**src/ska_pkg.sv**
```systemverilog
// shared types and constants for the scalar kalman filter
// no dependencies; used by ska_div, ska_mul and scalar_kalman_filter
`timescale 1ns / 1ps

package ska_pkg;

  // gain is kept as q1.16 internally (0 .. 65536)
  localparam int GAIN_BITS  = 16;
  localparam int GAIN_W     = GAIN_BITS + 1;
  localparam int DATA_W     = 32;
  localparam int DEN_W      = DATA_W + 1;
  localparam int REM_W      = DATA_W + 2;
  localparam int MCAND_W    = DATA_W + 2;
  localparam int ACC_W      = MCAND_W + 1;
  localparam int PROD_W     = ACC_W + GAIN_W;
  localparam int CNT_W      = 5;
  localparam int CFG_IDX_W  = 2;

  // last step index of the serial divider and multiplier
  localparam logic [CNT_W-1:0] LAST_STEP = CNT_W'(GAIN_BITS);

  localparam logic [GAIN_W-1:0] GAIN_ONE = GAIN_W'(1) << GAIN_BITS;
  localparam logic [PROD_W-1:0] ROUND_HALF = PROD_W'(1) << (GAIN_BITS - 1);

  typedef enum logic [CFG_IDX_W-1:0] {
    CFG_PROCESS_NOISE     = 2'd0,
    CFG_MEASUREMENT_NOISE = 2'd1,
    CFG_INITIAL_ESTIMATE  = 2'd2,
    CFG_INITIAL_VARIANCE  = 2'd3
  } ska_cfg_t;

  typedef enum logic [2:0] {
    ST_IDLE,
    ST_PREP,
    ST_DIV,
    ST_EST_GO,
    ST_EST,
    ST_VAR_GO,
    ST_VAR,
    ST_OUT
  } ska_state_t;

endpackage

```
**src/ska_div.sv**
```systemverilog
// restoring divider, one quotient bit per cycle, q1.16 quotient of num/den
// uses ska_pkg; requires num <= den
`timescale 1ns / 1ps

module ska_div (
  input  logic                          clk,
  input  logic                          rst_n,
  input  logic                          start,
  input  logic [ska_pkg::DATA_W-1:0]    num,
  input  logic [ska_pkg::DEN_W-1:0]     den,
  output logic                          done,
  output logic [ska_pkg::GAIN_W-1:0]    quo
);

  logic [ska_pkg::DEN_W-1:0]  den_r;
  logic [ska_pkg::REM_W-1:0]  rem_r;
  logic [ska_pkg::GAIN_W-1:0] quo_r;
  logic [ska_pkg::CNT_W-1:0]  cnt_r;
  logic                       busy_r;
  logic                       done_r;

  logic [ska_pkg::REM_W-1:0]  trial;
  logic [ska_pkg::REM_W-1:0]  trial_sub;
  logic                       fits;

  // first step compares num itself, later steps the doubled remainder
  always_comb begin
    trial     = (cnt_r == '0) ? rem_r : {rem_r[ska_pkg::REM_W-2:0], 1'b0};
    fits      = trial >= {1'b0, den_r};
    trial_sub = trial - {1'b0, den_r};
  end

  always_ff @(posedge clk) begin
    if (!rst_n) begin
      busy_r <= 1'b0;
      done_r <= 1'b0;
      cnt_r  <= '0;
    end else begin
      done_r <= busy_r && (cnt_r == ska_pkg::LAST_STEP);
      if (start) begin
        busy_r <= 1'b1;
        cnt_r  <= '0;
      end else if (busy_r) begin
        cnt_r <= cnt_r + 1'b1;
        if (cnt_r == ska_pkg::LAST_STEP) begin
          busy_r <= 1'b0;
        end
      end
    end
  end

  always_ff @(posedge clk) begin
    if (start) begin
      rem_r <= {2'b00, num};
      den_r <= den;
    end else if (busy_r) begin
      rem_r <= fits ? trial_sub : trial;
      quo_r <= {quo_r[ska_pkg::GAIN_W-2:0], fits};
    end
  end

  assign done = done_r;
  assign quo  = quo_r;

endmodule

```
**src/ska_mul.sv**
```systemverilog
// shift-add multiplier, one multiplier bit per cycle, lsb first
// uses ska_pkg; signed multiplicand times unsigned 17-bit multiplier
`timescale 1ns / 1ps

module ska_mul (
  input  logic                               clk,
  input  logic                               rst_n,
  input  logic                               start,
  input  logic signed [ska_pkg::MCAND_W-1:0] mcand,
  input  logic [ska_pkg::GAIN_W-1:0]         mplier,
  output logic                               done,
  output logic signed [ska_pkg::PROD_W-1:0]  prod
);

  logic signed [ska_pkg::MCAND_W-1:0] a_r;
  logic [ska_pkg::GAIN_W-1:0]         b_r;
  logic signed [ska_pkg::ACC_W-1:0]   acc_r;
  logic [ska_pkg::GAIN_W-1:0]         lo_r;
  logic [ska_pkg::CNT_W-1:0]          cnt_r;
  logic                               busy_r;
  logic                               done_r;

  logic signed [ska_pkg::ACC_W-1:0]   sum;

  always_comb begin
    sum = acc_r;
    if (b_r[0]) begin
      sum = acc_r + {a_r[ska_pkg::MCAND_W-1], a_r};
    end
  end

  always_ff @(posedge clk) begin
    if (!rst_n) begin
      busy_r <= 1'b0;
      done_r <= 1'b0;
      cnt_r  <= '0;
    end else begin
      done_r <= busy_r && (cnt_r == ska_pkg::LAST_STEP);
      if (start) begin
        busy_r <= 1'b1;
        cnt_r  <= '0;
      end else if (busy_r) begin
        cnt_r <= cnt_r + 1'b1;
        if (cnt_r == ska_pkg::LAST_STEP) begin
          busy_r <= 1'b0;
        end
      end
    end
  end

  // low product bits shift out of the accumulator into lo_r
  always_ff @(posedge clk) begin
    if (start) begin
      a_r   <= mcand;
      b_r   <= mplier;
      acc_r <= '0;
      lo_r  <= '0;
    end else if (busy_r) begin
      acc_r <= sum >>> 1;
      lo_r  <= {sum[0], lo_r[ska_pkg::GAIN_W-1:1]};
      b_r   <= b_r >> 1;
    end
  end

  assign done = done_r;
  assign prod = {acc_r, lo_r};

endmodule

```
**src/scalar_kalman_filter.sv**
```systemverilog
// one-dimensional kalman filter over a q16.16 sample stream
// each input transaction is taken in ST_IDLE and runs through ST_PREP, the
// 17-step serial divider and two 17-step passes of the shared serial
// multiplier, then ST_OUT waits for the previous result to be taken; only
// then is the next sample accepted. rst_n is synchronous, active low,
// and loads the noise, estimate and variance registers with their defaults
`timescale 1ns / 1ps

module scalar_kalman_filter #(
  parameter int FRACTION_BITS = 16
) (
  input  logic                              clk,
  input  logic                              rst_n,
  // input stream
  input  logic                              in_tvalid,
  output logic                              in_tready,
  input  logic [31:0]                       in_tdata,   // [31:0] sample
  // result stream
  output logic                              out_tvalid,
  input  logic                              out_tready,
  output logic [47:0]                       out_tdata,  // [31:0] filtered_value, [47:32] gain
  // configuration writes
  input  logic                              cfg_wr_en,
  input  logic [ska_pkg::CFG_IDX_W-1:0]     cfg_index,
  input  logic [31:0]                       cfg_wdata
);

  // reset values: 1.1, 1.1, 9000.0 (saturated if out of range) and 0.1, rounded to nearest
  localparam logic [63:0] NOISE_FULL = ((64'd11 << FRACTION_BITS) + 64'd5) / 64'd10;
  localparam logic [63:0] VAR_FULL   = ((64'd1 << FRACTION_BITS) + 64'd5) / 64'd10;
  localparam logic [63:0] EST_FULL   = 64'd9000 << FRACTION_BITS;
  localparam logic [31:0] RESET_NOISE    = NOISE_FULL[31:0];
  localparam logic [31:0] RESET_VARIANCE = VAR_FULL[31:0];
  localparam logic [31:0] RESET_ESTIMATE =
    (EST_FULL > 64'h7FFF_FFFF) ? 32'h7FFF_FFFF : EST_FULL[31:0];

  localparam int D = ska_pkg::DATA_W;

  // configuration and filter state
  logic [D-1:0]        pn_r;
  logic [D-1:0]        mn_r;
  logic signed [D-1:0] est_r;
  logic [D-1:0]        var_r;

  // per-transaction working registers
  logic signed [D-1:0]             sample_r;
  logic [D-1:0]                    v_r;
  logic [ska_pkg::GAIN_W-1:0]      g_r;

  // output register
  logic                            out_valid_r;
  logic [D-1:0]                    out_est_r;
  logic [ska_pkg::GAIN_BITS-1:0]   out_gain_r;

  ska_pkg::ska_state_t state_r, state_nxt;

  // datapath signals
  logic                                 in_xfer;
  logic                                 out_free;
  logic [D:0]                           v_sum;
  logic [D-1:0]                         v_sat;
  logic [ska_pkg::DEN_W-1:0]            den;
  logic                                 den_zero;
  logic                                 div_start;
  logic                                 div_done;
  logic [ska_pkg::GAIN_W-1:0]           div_quo;
  logic                                 mul_start;
  logic                                 mul_done;
  logic signed [ska_pkg::MCAND_W-1:0]   mul_a;
  logic [ska_pkg::GAIN_W-1:0]           mul_b;
  logic signed [ska_pkg::PROD_W-1:0]    mul_p;
  logic signed [D:0]                    diff;
  logic [ska_pkg::PROD_W-1:0]           rnd;
  logic [D+3:0]                         delta;
  logic [D+4:0]                         est_sum;
  logic [D-1:0]                         est_new;

  assign in_xfer  = in_tvalid && in_tready;
  assign out_free = !out_valid_r || out_tready;

  // predicted variance with saturation at all ones
  assign v_sum = {1'b0, var_r} + {1'b0, pn_r};
  assign v_sat = v_sum[D] ? '1 : v_sum[D-1:0];

  // gain denominator, exact in 33 bits; zero only when v and r are both zero
  assign den      = {1'b0, v_r} + {1'b0, mn_r};
  assign den_zero = (v_r == '0) && (mn_r == '0);

  // innovation, exact in 33 bits
  assign diff = $signed({sample_r[D-1], sample_r}) - $signed({est_r[D-1], est_r});

  // shared multiplier: gain * innovation, then v * (1 - gain)
  always_comb begin
    if (state_r == ska_pkg::ST_EST_GO) begin
      mul_a = {diff[D], diff};
      mul_b = g_r;
    end else begin
      mul_a = {2'b00, v_r};
      mul_b = ska_pkg::GAIN_ONE - g_r;
    end
  end

  // round to nearest, ties up, then floor shift and saturating add
  always_comb begin
    rnd     = mul_p + ska_pkg::ROUND_HALF;
    delta   = rnd[ska_pkg::PROD_W-1:ska_pkg::GAIN_BITS];
    est_sum = {{5{est_r[D-1]}}, est_r} + {delta[D+3], delta};
    if (!est_sum[D+4] && (est_sum[D+3:D-1] != '0)) begin
      est_new = {1'b0, {(D-1){1'b1}}};
    end else if (est_sum[D+4] && (est_sum[D+3:D-1] != '1)) begin
      est_new = {1'b1, {(D-1){1'b0}}};
    end else begin
      est_new = est_sum[D-1:0];
    end
  end

  ska_div u_div (
    .clk   (clk),
    .rst_n (rst_n),
    .start (div_start),
    .num   (v_r),
    .den   (den),
    .done  (div_done),
    .quo   (div_quo)
  );

  ska_mul u_mul (
    .clk    (clk),
    .rst_n  (rst_n),
    .start  (mul_start),
    .mcand  (mul_a),
    .mplier (mul_b),
    .done   (mul_done),
    .prod   (mul_p)
  );

  // next state
  always_comb begin
    state_nxt = state_r;
    case (state_r)
      ska_pkg::ST_IDLE: begin
        if (in_tvalid) begin
          state_nxt = ska_pkg::ST_PREP;
        end
      end
      ska_pkg::ST_PREP:   state_nxt = ska_pkg::ST_DIV;
      ska_pkg::ST_DIV: begin
        if (div_done) begin
          state_nxt = ska_pkg::ST_EST_GO;
        end
      end
      ska_pkg::ST_EST_GO: state_nxt = ska_pkg::ST_EST;
      ska_pkg::ST_EST: begin
        if (mul_done) begin
          state_nxt = ska_pkg::ST_VAR_GO;
        end
      end
      ska_pkg::ST_VAR_GO: state_nxt = ska_pkg::ST_VAR;
      ska_pkg::ST_VAR: begin
        if (mul_done) begin
          state_nxt = ska_pkg::ST_OUT;
        end
      end
      ska_pkg::ST_OUT: begin
        // wait here until the previous result has been taken
        if (out_free) begin
          state_nxt = ska_pkg::ST_IDLE;
        end
      end
      default: state_nxt = ska_pkg::ST_IDLE;
    endcase
  end

  // control outputs
  always_comb begin
    in_tready = 1'b0;
    div_start = 1'b0;
    mul_start = 1'b0;
    case (state_r)
      ska_pkg::ST_IDLE:   in_tready = 1'b1;
      ska_pkg::ST_PREP:   div_start = 1'b1;
      ska_pkg::ST_EST_GO: mul_start = 1'b1;
      ska_pkg::ST_VAR_GO: mul_start = 1'b1;
      default: begin
        in_tready = 1'b0;
      end
    endcase
  end

  always_ff @(posedge clk) begin
    if (!rst_n) begin
      state_r <= ska_pkg::ST_IDLE;
    end else begin
      state_r <= state_nxt;
    end
  end

  // configuration registers and filter state; the user must write config only while idle,
  // the block does not enforce it; writing an initial register loads the live state directly
  always_ff @(posedge clk) begin
    if (!rst_n) begin
      pn_r  <= RESET_NOISE;
      mn_r  <= RESET_NOISE;
      est_r <= RESET_ESTIMATE;
      var_r <= RESET_VARIANCE;
    end else if (cfg_wr_en) begin
      case (cfg_index)
        ska_pkg::CFG_PROCESS_NOISE:     pn_r  <= cfg_wdata;
        ska_pkg::CFG_MEASUREMENT_NOISE: mn_r  <= cfg_wdata;
        ska_pkg::CFG_INITIAL_ESTIMATE:  est_r <= cfg_wdata;
        ska_pkg::CFG_INITIAL_VARIANCE:  var_r <= cfg_wdata;
        default: begin
          pn_r <= pn_r;
        end
      endcase
    end else begin
      if ((state_r == ska_pkg::ST_EST) && mul_done) begin
        est_r <= est_new;
      end
      // new variance is floor(v * (1 - g)), always below 2^32
      if ((state_r == ska_pkg::ST_VAR) && mul_done) begin
        var_r <= mul_p[ska_pkg::GAIN_BITS+D-1:ska_pkg::GAIN_BITS];
      end
    end
  end

  // working registers of one transaction
  always_ff @(posedge clk) begin
    if (in_xfer) begin
      sample_r <= in_tdata;
      v_r      <= v_sat;
    end
    if ((state_r == ska_pkg::ST_DIV) && div_done) begin
      g_r <= den_zero ? '0 : div_quo;
    end
  end

  // output register; gain of exactly one reads as all ones
  always_ff @(posedge clk) begin
    if (!rst_n) begin
      out_valid_r <= 1'b0;
    end else if ((state_r == ska_pkg::ST_OUT) && out_free) begin
      out_valid_r <= 1'b1;
    end else if (out_tready) begin
      out_valid_r <= 1'b0;
    end
  end

  always_ff @(posedge clk) begin
    if ((state_r == ska_pkg::ST_OUT) && out_free) begin
      out_est_r  <= est_r;
      out_gain_r <= g_r[ska_pkg::GAIN_BITS] ? '1 : g_r[ska_pkg::GAIN_BITS-1:0];
    end
  end

  assign out_tvalid = out_valid_r;
  assign out_tdata  = {out_gain_r, out_est_r};

endmodule

```
**config.mk**
```make
export PLATFORM = sky130hd
export DESIGN_NAME = scalar_kalman_filter
export DESIGN_NICKNAME = d
export VERILOG_FILES = /design/src/ska_pkg.sv /design/src/ska_div.sv /design/src/ska_mul.sv /design/src/scalar_kalman_filter.sv
export SDC_FILE = /design/constraint.sdc
export NUM_CORES = 1
export LEC_CHECK = 0
export ABC_AREA = 1
export ABC_CLOCK_PERIOD_IN_PS = 3980
export CORE_MARGIN = 3
export CORE_UTILIZATION = 35
export CTS_BUF_LIST = sky130_fd_sc_hd__clkbuf_4
export CTS_CLUSTER_DIAMETER = 120
export DETAILED_ROUTE_END_ITERATION = 12
export DONT_BUFFER_PORTS = 1
export GPL_TIMING_DRIVEN = 0
export MAX_ROUTING_LAYER = met4
export SLEW_MARGIN = 0
export SYNTH_ARGS = -nofsm -noshare
export SYNTH_HDL_FRONTEND = slang
export SYNTH_SLANG_ARGS = --single-unit
```
**constraint.sdc**
```tcl
create_clock -name clk -period 3.98 [get_ports clk]
set_input_delay 0.398 -clock clk [delete_from_list [all_inputs] [get_ports clk]]
set_output_delay 0.398 -clock clk [all_outputs]
set_load 0.005 [all_outputs]
```
### Yosys cells after proc, flatten, opt, wreduce, memory -nomap -nowiden

Index checks and enable logic that the tools add are counted.

* add/subtract/negate cells: 10
* order comparisons: 1
* eq/ne operators: 20
* mux-type cells: 34
* bitwise gates (word level): 2
* reduce and logical (&&, ||, !) cells: 33

Operators with widths (number)
* 2-to-1 mux 32 bit: 11
* 2-to-1 mux 34 bit: 2
* adder 32 x 32 -> 33 bit: 2
* logical NOT 32 bit: 2
* adder 51 x 17 -> 52 bit, second input constant: 1
* 2-to-1 mux 17 bit: 3
* adder 32 x 36 -> 37 bit: 1
* adder 34 x 33 -> 35 bit: 1
* 2-to-1 mux 35 bit: 1
* greater-or-equal comparator 34 x 33 -> 1 bit: 1
* subtractor 34 x 33 -> 34 bit: 1
* subtractor 32 x 32 -> 33 bit: 1
* one-hot mux 3 bit (8 select lines): 1
* subtractor 17 bit, first input constant: 1
* 2-to-1 mux 3 bit: 5
* equality test 3 bit, second input constant: 4
* 2-to-1 mux 1 bit: 11
* adder 5 x 1 -> 5 bit, second input constant: 2
* equality test 5 bit, second input constant: 2
* logical AND 1 bit: 10
* inequality test 2 x 1 -> 1 bit, second input constant: 5
* AND reduction 2 bit: 5
* nonzero test 2 bit: 5
* equality test 3 x 2 -> 1 bit, second input constant: 2
* other kinds (14): 20

* register bits: 460
* output and inout bits: 50
* logic and storage cells: 126

### Longest topological paths before layout

Gate-level depths: netlist of the first run.

* depth after elaboration: 8
* mapped depth: 34
* mapped depth without buffers: 33

### By module

Synthesis of the first run repeated with hierarchy kept, for this count alone.

* cells, all modules: 4440
* area total of the unflattened synthesis: 31979.4 um^2

Modules (own cells, without submodules)
* scalar_kalman_filter: instances 1, cells an instance 2582, area each 18699.2 um^2, sequential area each 6516.2 um^2
* ska_div: instances 1, cells an instance 1001, area each 6912.9 um^2, sequential area each 2642.5 um^2
* ska_mul: instances 1, cells an instance 857, area each 6367.4 um^2, sequential area each 2692.6 um^2

### Least setup slack after synthesis of the first run

OpenSTA, ideal clock, no wires.

* path type: register to register
* start point: reg state_r[0]
* end point: reg sample_r[0], enable pin
* library setup time: 486 ps
* data arrival time: 3424 ps
* required time: 3494 ps
* path slack: 69 ps
* stages on the path, launching flop included: 6
* cells stage by stage: dfxtp_1 -> nor2_1 -> inv_1 -> nor2_1 -> inv_1 -> nor2_1

* longest elaborated chain between the ends: 3

Ends and longest elaborated chain
* start, declared: line scalar_kalman_filter.sv:55 `ska_pkg::ska_state_t state_r, state_nxt;`
* start signal, assigned: line scalar_kalman_filter.sv:192 `state_r <= ska_pkg::ST_IDLE;`
* start signal, assigned: line scalar_kalman_filter.sv:194 `state_r <= state_nxt;`
* logical NOT 3 bit: line scalar_kalman_filter.sv:179 `case (state_r)`
* 2-to-1 mux 1 bit: line scalar_kalman_filter.sv:179
* net in_tready: line scalar_kalman_filter.sv:16 `output logic in_tready,`
* logical AND 1 bit: line scalar_kalman_filter.sv:78 `assign in_xfer = in_tvalid && in_tready;`
* net in_xfer: line scalar_kalman_filter.sv:58 `logic in_xfer;`
* end signal, assigned: line scalar_kalman_filter.sv:230 `sample_r <= in_tdata;`
* end, declared: line scalar_kalman_filter.sv:46 `logic signed [D-1:0] sample_r;`

The timed path passes the listed nets, and every way through them passes these cells.
A chain may end at the register's enable or synchronous reset.

### Worst setup path in the final report of the first run

* start point: reg u_mul.lo_r[15] in the netlist's numbering
* end point: reg est_r[8]

* longest elaborated chain between the ends: 8
* elaborated cells between the ends (all ways): 11

Ends and longest elaborated chain
* start, declared: line ska_mul.sv:18 `logic [ska_pkg::GAIN_W-1:0] lo_r;`
* start signal, assigned: line ska_mul.sv:60 `lo_r <= {sum[0], lo_r[ska_pkg::GAIN_W-1:1]};`
* adder 51 x 17 -> 52 bit *: line scalar_kalman_filter.sv:105 `rnd = mul_p + ska_pkg::ROUND_HALF;`
* adder 32 x 36 -> 37 bit *: line scalar_kalman_filter.sv:107 `est_sum = {{5{est_r[D-1]}}, est_r} + {delta[D+3], delta};`
* inequality test 5 bit: line scalar_kalman_filter.sv:110 `end else if (est_sum[D+4] && (est_sum[D+3:D-1] != '1)) begin`
* logical AND 1 bit: line scalar_kalman_filter.sv:110
* 2-to-1 mux 32 bit: line scalar_kalman_filter.sv:110
* 2-to-1 mux 32 bit *: line scalar_kalman_filter.sv:108 `if (!est_sum[D+4] && (est_sum[D+3:D-1] != '0)) begin`
* 2-to-1 mux 32 bit *: line scalar_kalman_filter.sv:217 `if ((state_r == ska_pkg::ST_EST) && mul_done) begin`
* 2-to-1 mux 32 bit *: line scalar_kalman_filter.sv:206 `end else if (cfg_wr_en) begin`
* end signal, assigned: line scalar_kalman_filter.sv:210 `ska_pkg::CFG_INITIAL_ESTIMATE: est_r <= cfg_wdata;`
* end signal, assigned: line scalar_kalman_filter.sv:218 `est_r <= est_new;`
* end, declared: line scalar_kalman_filter.sv:42 `logic signed [D-1:0] est_r;`

Every way passes the cells marked *; elsewhere a longest branch is shown, timed or not. The select of a mux whose other input is x is not followed.

==> metrics, run 1 <==
outcome=complete, but fails checks; failing checks=setup timing; port bufs=0; dpl cell area=31300 sq um; static leakage=15.5 nW; main flop type after synthesis=edfxtp_1; largest net degree at the start of global routing=43; latest clock arrival within the worst-skew pair=0.98 ns; residual DRC count=0; total gr overflow=0; async set-reset flop share out of synthesis=0; RSZ-0062 raised after global routing=yes; Post-synth EDFFs=261; setup violators final=32; global-route wire length before repair=169000 um; fraction of layout cells with a size suffix above 1=0.125; routed length on met3=6580 um; final core occ=0.421; share of the synthesized area in the top cell type=0.264; cell mode on critical path=nor3_4; clock sink count=445; worst setup path class=reg -> reg; Slew headroom=0.173; Synth cell types=61; Worst setup EP type=register; DRT iter0 DRCs=2288; Placer Congestion=1.01; die width=297 um; CP startpoint kind=register; max-slew violations=0; biggest area consumer among synthesized cells=edfxtp_1; post-synthesis cell count=3915; Cell Pwr Density=665 nW/um^2; Post-DRT Antenna Nets=0; Chip Height=297 um; final hold vios=0; core region area=83800 sq um; Hold Slack=0.104 ns; Clock Path Buffers=3; fmax=228 MHz; Synth Warn #=0; Starting Density=0.354; Top Ports=121; final instance area=35300 sq um; Via Count=28300; Net Count, Synth=4198; setup slack after layout=-0.400 ns; critical path fanouts, max=5; max_cap viols=0; vias per cell=5.20; nets=4482; fin crit share=1.10; area of the mapped netlist=29700 sq um; FF/Latch Area=11500 sq um; vias in the first global route=27600; initial antenna violation count=3; CP required=4.83 ns; wire length on met2=53100 um; top post-synthesis cells by area=edfxtp_1, dfxtp_1, nand2_1; delay of the slowest critical-path stage=0.36 ns; Routed WL=113000 um; Max Used Layer=met4; Hold Path Class=in -> reg; Slowest-stage cell, CP=dfxtp_2; drt pass-1 iters=6; area growth from synthesis to layout=18.8%; multi-input logic area=16600 sq um; Worst Skew=0.0608 ns; DR WL/cell=20.8 um; CTS Root Buffer Type=clkbuf_4; DP Worst Slack=-0.938 ns; leading cell type in the layout, fill and taps excluded=nand2_1; GR Util All Layers=0.259; count of state elements after synthesis=445; post-synthesis area per instance=7.59 sq um; register area share after synthesis=0.388; DP Wirelength=89500 um; Tmin final=4.38 ns; Layout fillers=8733; worst slew pin tran=1.24 ns; CTS tree=done; Die ar.=88400 sq um; Pwr Total=23.5 mW; most frequent cells in the layout=nand2_1, inv_1, o21ai_0, a21oi_1, nor2_1; Peak VDD IR=0.339 mV; htree depth=4; Rows=106; TritonCTS Buffers=131; Metal-1 WL=48600 um; clk slew on worst S/H paths=0.07 ns; crit path DAT=5.23 ns
report_power, final:
part | internal (mW) | total, mW | switching (mW)
clock | 2.47 | 4.61 | 2.14
combinational | 4.12 | 11.8 | 7.67
sequential | 6.19 | 7.08 | 0.891
total | 12.8 | 23.5 | 10.7
sequential cells by signal (all words and copies together), names as in the netlist, 2 cells and up:
register / count
pn_r: 32
est_r: 32
u_div.quo: 17
mn_r: 32
v_r: 32
out_est_r: 32
var_r: 32
u_div.den_r: 33
u_mul.cnt_r: 5
out_gain_r: 16
u_div.cnt_r: 5
u_mul.b_r: 17
sample_r: 32
u_mul.acc_r: 34
state_r: 3
u_mul.a_r: 33
g_r: 17
u_div.rem_r: 34
u_mul.lo_r: 2
worst paths after layout:
kind | startpoint | endpoint | slack, ns | cells after the start
max | u_mul.lo_r[15] | est_r[8] | -0.40 | 30
min | in_tdata[23] | sample_r[23] | 0.10 | 1
max reg2reg | u_mul.lo_r[15] | est_r[8] | -0.40 | 30
min reg2reg | u_div.quo[6] | u_div.quo[7] | 0.45 | 0
metal layers:
metal  track usage  up-vias
li1              -    13800
met1         0.321    13200
met2         0.422      967
met3        0.0374      250
met4         0.108        0
met5             -        -
kinds of logic (layout without fill, tap and decap cells):
| logic type | after synthesis | after routing | synth area share |
|---|---|---|---|
| simple gates | 1498 | 1498 | 0.210 |
| flops | 445 | 445 | 0.388 |
| compound gates | 942 | 942 | 0.174 |
| mux | 6 | 6 | 0.00202 |
| fa+ha+maj | 212 | 212 | 0.0908 |
| other cells | 0 | 4 | 0 |
| buf+inv | 627 | 1014 | 0.0805 |
| xor+xnor | 185 | 185 | 0.0548 |
metrics by stage:
stage | cells | TNS, ns
after floorplan | 3915 | 0
after global placement | 5049 | -333.18
after detailed placement | 5054 | -48.34
after CTS | 5429 | -8.64
after global routing | 5439 | -18.44
final | 5440 | -10.87
synthesized netlist by cell type (all sizes together), types with 23 or more instances:
cell type    n
dfxtp      184
nor4        35
o21ai      408
nor2       324
xnor2       64
xor2       121
nand4       29
buf         23
o211ai      34
a31oi       41
ha         206
nand2      868
inv        520
a21oi      352
or2         28
edfxtp     261
nand3      132
nor3        68
clkbuf      80
area by class of cell:
cell class,count,share of cell area
Clock buffer,190,0.0404
Sequential cell,445,0.327
Antenna cell,4,0.000284
Timing Repair Buffer,151,0.0428
Tap cell,1134,0.0402
Inverter,524,0.0560
Clock inverter,46,0.00882
Buffer,103,0.0138
Multi-Input combinational cell,2843,0.471
critical path: cells and delay by family (launching register included):
kind            cells  cell delay (ns)
compound gates      4             0.58
xor+xnor            2             0.45
fa+ha+maj           2             0.46
buf+inv             7             0.77
flops               1             0.36
simple gates       15             1.62
repair_timing:
| action | in CTS | in global routing |
|---|---|---|
| cloned | 5 | 0 |
| pin swaps | 34 | 26 |
| gates resized for setup | 148 | 135 |
| hold buffers | 104 | 0 |
| hold endpoints to repair | 245 | 0 |
| endpoints found under the setup margin | 67 | 66 |
| setup buffers | 30 | 7 |
Power figures use the tool's default switching activity.
==> inputs of run 2 (changes only) <==
Settings changed: ABC_CLOCK_PERIOD_IN_PS 3980 to 5000, SLEW_MARGIN 0 to unset.
Clock period 3.98 ns to 5 ns, I/O delays scaled along.
==> metrics, run 2 (synthesis results as in run 1) <==
DRT iter0 DRCs=2277 (-0.48%); Net Sw Frac=0.456 (about the same); Hold Slack=0.140 ns (+0.0362 ns); die width=297 um (unchanged); Post-DRT Antenna Nets=0 (unchanged); most frequent cells in the layout=nand2_1, inv_1, o21ai_0, a21oi_1, nor2_1; Hold Path Class=in -> reg; fmax=213 MHz (-6.7%); cell count along the critical path=31 (+3.3%); static leakage=15.0 nW (-2.8%); htree depth=4 (unchanged); Slew headroom=0.169 (-0.00414); delay of the slowest critical-path stage=0.36 ns (about the same); Placed Cells incl. Taps=5054 (unchanged); TritonCTS Buffers=131 (unchanged); CTS tree=done; drt pass-1 iters=6 (unchanged); flop-to-flop setup slack=0.30 ns (+0.70 ns); TNS Setup=0 ns (+10.87 ns); Worst Skew=0.0624 ns (+0.00161 ns); Clock Path Buffers=3 (unchanged); Tmin final=4.70 ns (+0.317 ns); Slowest-stage cell, CP=dfxtp_1; vias in the first global route=27100 (-1.9%); worst slew pin tran=1.24 ns (+0.00620 ns); CP startpoint kind=register; vias per cell=5.19 (-0.31%); crit path buf inv count=5 (-2); Finished Layout Cells=5378 (-1.1%); final hold vios=0 (unchanged); residual DRC count=0 (unchanged); area growth from synthesis to layout=14.4%; fin crit share=0.939 (-0.161); Psw=8.19 mW (-24%); hold depth=4 (+3); setup slack after layout=0.303 ns (+0.703 ns); dpl cell area=31300 sq um (unchanged); final instance area=34000 sq um (-3.8%); fraction of layout cells with a size suffix above 1=0.0793 (-0.0460); Top Ports=121 (unchanged); outcome=finished clean; latest clock arrival within the worst-skew pair=0.98 ns (about the same); Worst setup EP type=register; port bufs=0 (unchanged); critical path fanouts, max=7 (+2); GR Util All Layers=0.255 (-0.00348); Chip Height=297 um (unchanged); Routed WL=112000 um (-1.4%); Seq pwr share=0.314 (+0.012); setup violators final=0 (-100%); nets=4418 (-1.4%); CP required=5.80 ns (+0.97 ns); total gr overflow=0 (unchanged); DR WL/cell=20.8 um (-0.28%); worst setup path class=reg -> reg; initial antenna violation count=5 (+2); global-route wire length before repair=166000 um (-1.5%); DP Worst Slack=0.0822 ns (+1.02 ns); DP Wirelength=89500 um (unchanged); Die ar.=88400 sq um (unchanged); Placer Congestion=1.01 (unchanged); core region area=83800 sq um (unchanged); final core occ=0.405 (-0.0158); worst r2r path cells=31 (+3.3%); leading cell type in the layout, fill and taps excluded=nand2_1; top cell family by delay on the critical path=simple AND/OR/NAND/NOR gates; Rows=106 (unchanged); Comb pwr share=0.482 (-0.020); max_cap viols=0 (unchanged); largest registers=u_div.rem_r (34), u_mul.acc_r (34); clk slew on worst S/H paths=0.07 ns (about the same); Pwr Total=17.9 mW (-24%); Cell Pwr Density=528 nW/um^2 (-21%); max-slew violations=0 (unchanged); Via Count=27900 (-1.4%); P_int=9.75 mW (-24%); Starting Density=0.354 (unchanged); CTS Root Buffer Type=clkbuf_4; crit path DAT=5.50 ns (+0.27 ns); Peak VDD IR=0.217 mV (-36%); cell mode on critical path=nand2_1; Clock Power Share=0.204 (+0.008); clock sink count=445 (unchanged); largest net degree at the start of global routing=43 (unchanged)
==> run 2: cell types whose count changed in the layout (fill, tap and decap cells not counted), sizes merged <==
| cell | delta |
|---|---|
| clkinv | +1 |
| buf | -36 |
| clkinvlp | -1 |
| diode | +2 |
| clkbuf | +2 |
| dlygate4sd3 | -30 |
==> run 2: area by class of cell <==
type | count | area, sq um
fill | 8877 | 49800
multi-input combinational | 2843 | 16000
sequential | 445 | 11500
inverter | 524 | 1970
clock buffer | 190 | 1430
tap | 1134 | 1420
timing repair buffer | 87 | 910
buffer | 103 | 440
clock inverter | 46 | 312
antenna | 6 | 15.0
==> run 2: path summary, 6_finish.rpt <==
check                                    end           start
worst max-delay path                est_r[8]  u_mul.lo_r[15]
worst min-delay path                pn_r[17]    cfg_index[0]
worst max register to register      est_r[8]  u_mul.lo_r[15]
worst min register to register  u_div.quo[8]    u_div.quo[7]
==> run 2: tightest hold or removal path: stages <==
cell	delay, ns
nor3_1	0.09
clkbuf_1	0.22
o21ai_0	0.19
a21oi_1	0.05
==> run 2: power groups by stage <==
stage / Sequential (mW) / Combinational, mW / Clock [mW]
floorplan: 5.28 / 6.02 / 0
global placement: 5.69 / 8.28 / 0
detailed placement: 5.66 / 8.31 / 0
CTS: 5.59 / 8.42 / 3.74
global route: 5.66 / 9.70 / 3.93
finish: 5.63 / 8.65 / 3.66
==> run 2: what timing repair did <==
item / in CTS / in global routing
resized for setup: 0 / 42
hold buffers: 74 / 0
setup buffers: 0 / 5
setup endpoints to repair: 0 / 43
hold endpoints to repair: 207 / 0
==> run 2: per-layer routing <==
layer	routed length, um	GRT usage	vias up	share of wire
li1	-	-	13700	-
met1	48200	0.320	13000	0.43
met2	52700	0.419	952	0.47
met3	6750	0.0352	210	0.060
met4	4080	0.0951	0	0.037
met5	0	-	-	0
==> inputs of run 3 (changes only) <==
Settings changed: ABC_AREA 1 to unset.
==> metrics, run 3 <==
Hold Path Class=in -> reg; largest registers=u_div.rem_r (34), u_mul.acc_r (34); top cell types by occurrence after synthesis=nand2_1, a21oi_1, edfxtp_1, nor2_1, o21ai_0; count of state elements after synthesis=445 (unchanged); worst setup path class=reg -> reg; Top Ports=121 (unchanged); cell with the most instances after synthesis=nand2_1; total gr overflow=0 (unchanged); DP Worst Slack=-1.09 ns (-1.18 ns); CTS tree=done; register area share after synthesis=0.404 (+0.0164); GR Util All Layers=0.228 (-0.0274); CP Cell Sequence=ha_4 -> nand2_2 -> nor2_4 -> nand4_1 -> or3_4 -> nor2_4 -> nand3_1 -> xnor2_2 -> ha_2 -> nand4_1 -> or4_4 -> o211a_1 -> a311oi_2 -> a211oi_2 -> a32oi_4 -> buf_12 -> buf_12 -> a21oi_1 -> o31ai_1; main flop type after synthesis=edfxtp_1; final instance area=33000 sq um (-2.9%); top post-synthesis cells by area=edfxtp_1, dfxtp_1, ha_1; clock sink count=445 (unchanged); static leakage=13.3 nW (-12%); Rows=104 (-1.9%); fmax=208 MHz (-2.5%); post-synthesis cell count=3147 (-20%); async set-reset flop share out of synthesis=0 (unchanged); clk slew on worst S/H paths=0.07 ns (about the same); Worst Skew=0.0658 ns (+0.00340 ns); share of the synthesized area in the top cell type=0.275 (+0.0112); DP Wirelength=74100 um (-17%); Routed WL=96200 um (-14%); DR WL/cell=21.1 um (+1.4%); worst slew pin tran=1.37 ns (+0.125 ns); CTS Root Buffer Type=clkbuf_4; Net Count, Synth=3430 (-18%); global-route wire length before repair=144000 um (-13%); Synth cell types=89 (+46%); Placer Congestion=0.980 (-3.3%); Starting Density=0.354 (-0.000587); outcome=complete, but fails checks; drt pass-1 iters=9 (+3); final hold vios=0 (unchanged); TritonCTS Buffers=131 (unchanged); Die ar.=84900 sq um (-4.0%); fin crit share=0.964 (+0.0242); CP required=5.90 ns (+0.10 ns); biggest area consumer among synthesized cells=edfxtp_1; Peak VDD IR=0.183 mV (-16%); setup slack after layout=0.182 ns (-0.121 ns); area growth from synthesis to layout=15.8%; Slew headroom=0.0872 (-0.0815); latest clock arrival within the worst-skew pair=1.05 ns (+0.07 ns); htree depth=4 (unchanged); Synth Warn #=0 (unchanged); die width=291 um (-2.0%); Cell Pwr Density=445 nW/um^2 (-16%); max-slew violations=0 (unchanged); fraction of layout cells with a size suffix above 1=0.114 (+0.0343); Clock Path Buffers=3 (unchanged); RSZ-0062 raised after global routing=yes; max_cap viols=0 (unchanged); vias per cell=5.56 (+7.2%); crit path DAT=5.72 ns (+0.22 ns); leading cell type in the layout, fill and taps excluded=nand2_1; Post-synth EDFFs=261 (unchanged); residual DRC count=4 (+4); initial antenna violation count=24 (+19); port bufs=0 (unchanged); most frequent cells in the layout=nand2_1, a21oi_1, edfxtp_1, nor2_1, o21ai_0; critical path fanouts, max=10 (+3); Slowest-stage cell, CP=or4_4; post-synthesis area per instance=9.06 sq um (+19%); CP startpoint kind=register; final core occ=0.410 (+0.00442); Tmin final=4.82 ns (+0.121 ns); Chip Height=291 um (-2.0%); area of the mapped netlist=28500 sq um (-4.1%); largest net degree at the start of global routing=36 (-16%); core region area=80500 sq um (-3.9%); delay of the slowest critical-path stage=0.64 ns (+0.28 ns); failing checks=DRC; Via Count=25400 (-9.0%); DRT iter0 DRCs=2113 (-7.2%); Post-DRT Antenna Nets=0 (unchanged); setup violators final=0 (unchanged); nets=3651 (-17%); dpl cell area=30000 sq um (-4.2%); vias in the first global route=24400 (-10%); Worst setup EP type=register
==> run 3: what timing repair did <==
item,in CTS,in global routing
buffers inserted,9,6
gates resized for setup,33,69
endpoints found under the hold margin,192,0
endpoints found under the setup margin,66,59
hold buffers,70,0
pin swaps,7,17
==> run 3: logic make-up (layout without fill, tap and decap cells) <==
| family | count (synthesis) | in the layout | synth area share |
|---|---|---|---|
| other | 0 | 31 | 0 |
| buffers and inverters | 276 | 607 | 0.0373 |
| XOR/XNOR | 206 | 206 | 0.0633 |
| AO/OA/AOI/OAI | 919 | 919 | 0.205 |
| adder cells (fa/ha/maj) | 212 | 212 | 0.0946 |
| multiplexers | 101 | 101 | 0.0370 |
| AND/OR/NAND/NOR | 988 | 988 | 0.159 |
| flip-flops | 445 | 445 | 0.404 |
==> run 3: path summary, 6_finish.rpt <==
kind	from	endpoint	slack (ns)	cells past startpoint
min	in_tdata[10]	sample_r[10]	0.10	1
max reg2reg	u_mul.lo_r[16]	est_r[26]	0.18	19
max	u_mul.lo_r[16]	est_r[26]	0.18	19
min reg2reg	u_div.quo[3]	u_div.quo[4]	0.42	0
==> run 3: power breakdown <==
group / switching (mW) / leakage, nW / internal [mW]
Sequential: 0.475 / 3.93 / 4.35
Clock: 1.76 / 1.08 / 2.12
Combinational: 3.52 / 8.25 / 2.46
==> run 3: cell type report <==
cell class / count / area (sq um)
clock buffer: 197 / 1480
sequential: 445 / 11500
tap: 1060 / 1330
antenna: 31 / 77.6
timing repair buffer: 92 / 952
clock inverter: 46 / 359
fill: 8097 / 47500
buffer: 130 / 579
multi-input combinational: 2426 / 16200
inverter: 142 / 533
==> run 3: routing by layer <==
metal / GRT usage / share of wire
met1: 0.295 / 0.44
met4: 0.0847 / 0.036
met5: - / 0
met3: 0.0567 / 0.083
met2: 0.344 / 0.44
==> run 3: stage by stage <==
stage / std cells / power (mW) / hold WS [ns] / TNS (ns)
floorplan: 3147 / 8.95 / 0.418 / 0
detailed placement: 4213 / 10.4 / 0.426 / -53.51
CTS: 4533 / 14.5 / 0.0267 / 0
finish: 4569 / 14.7 / 0.103 / 0
global route: 4568 / 15.6 / 0.0308 / -0.0317
global placement: 4207 / 10.4 / 0.423 / -52.18
==> run 3: worst max-delay path, delay by kind of cell (launching register included) <==
family / cells / cell delay [ns]
and+or+nand+nor: 8 / 2.02
AOI/OAI and AO/OA: 6 / 1.19
adders and majority gates: 2 / 0.59
DFF: 1 / 0.39
buffers and inverters: 2 / 0.32
xor gates and xnor gates: 1 / 0.18
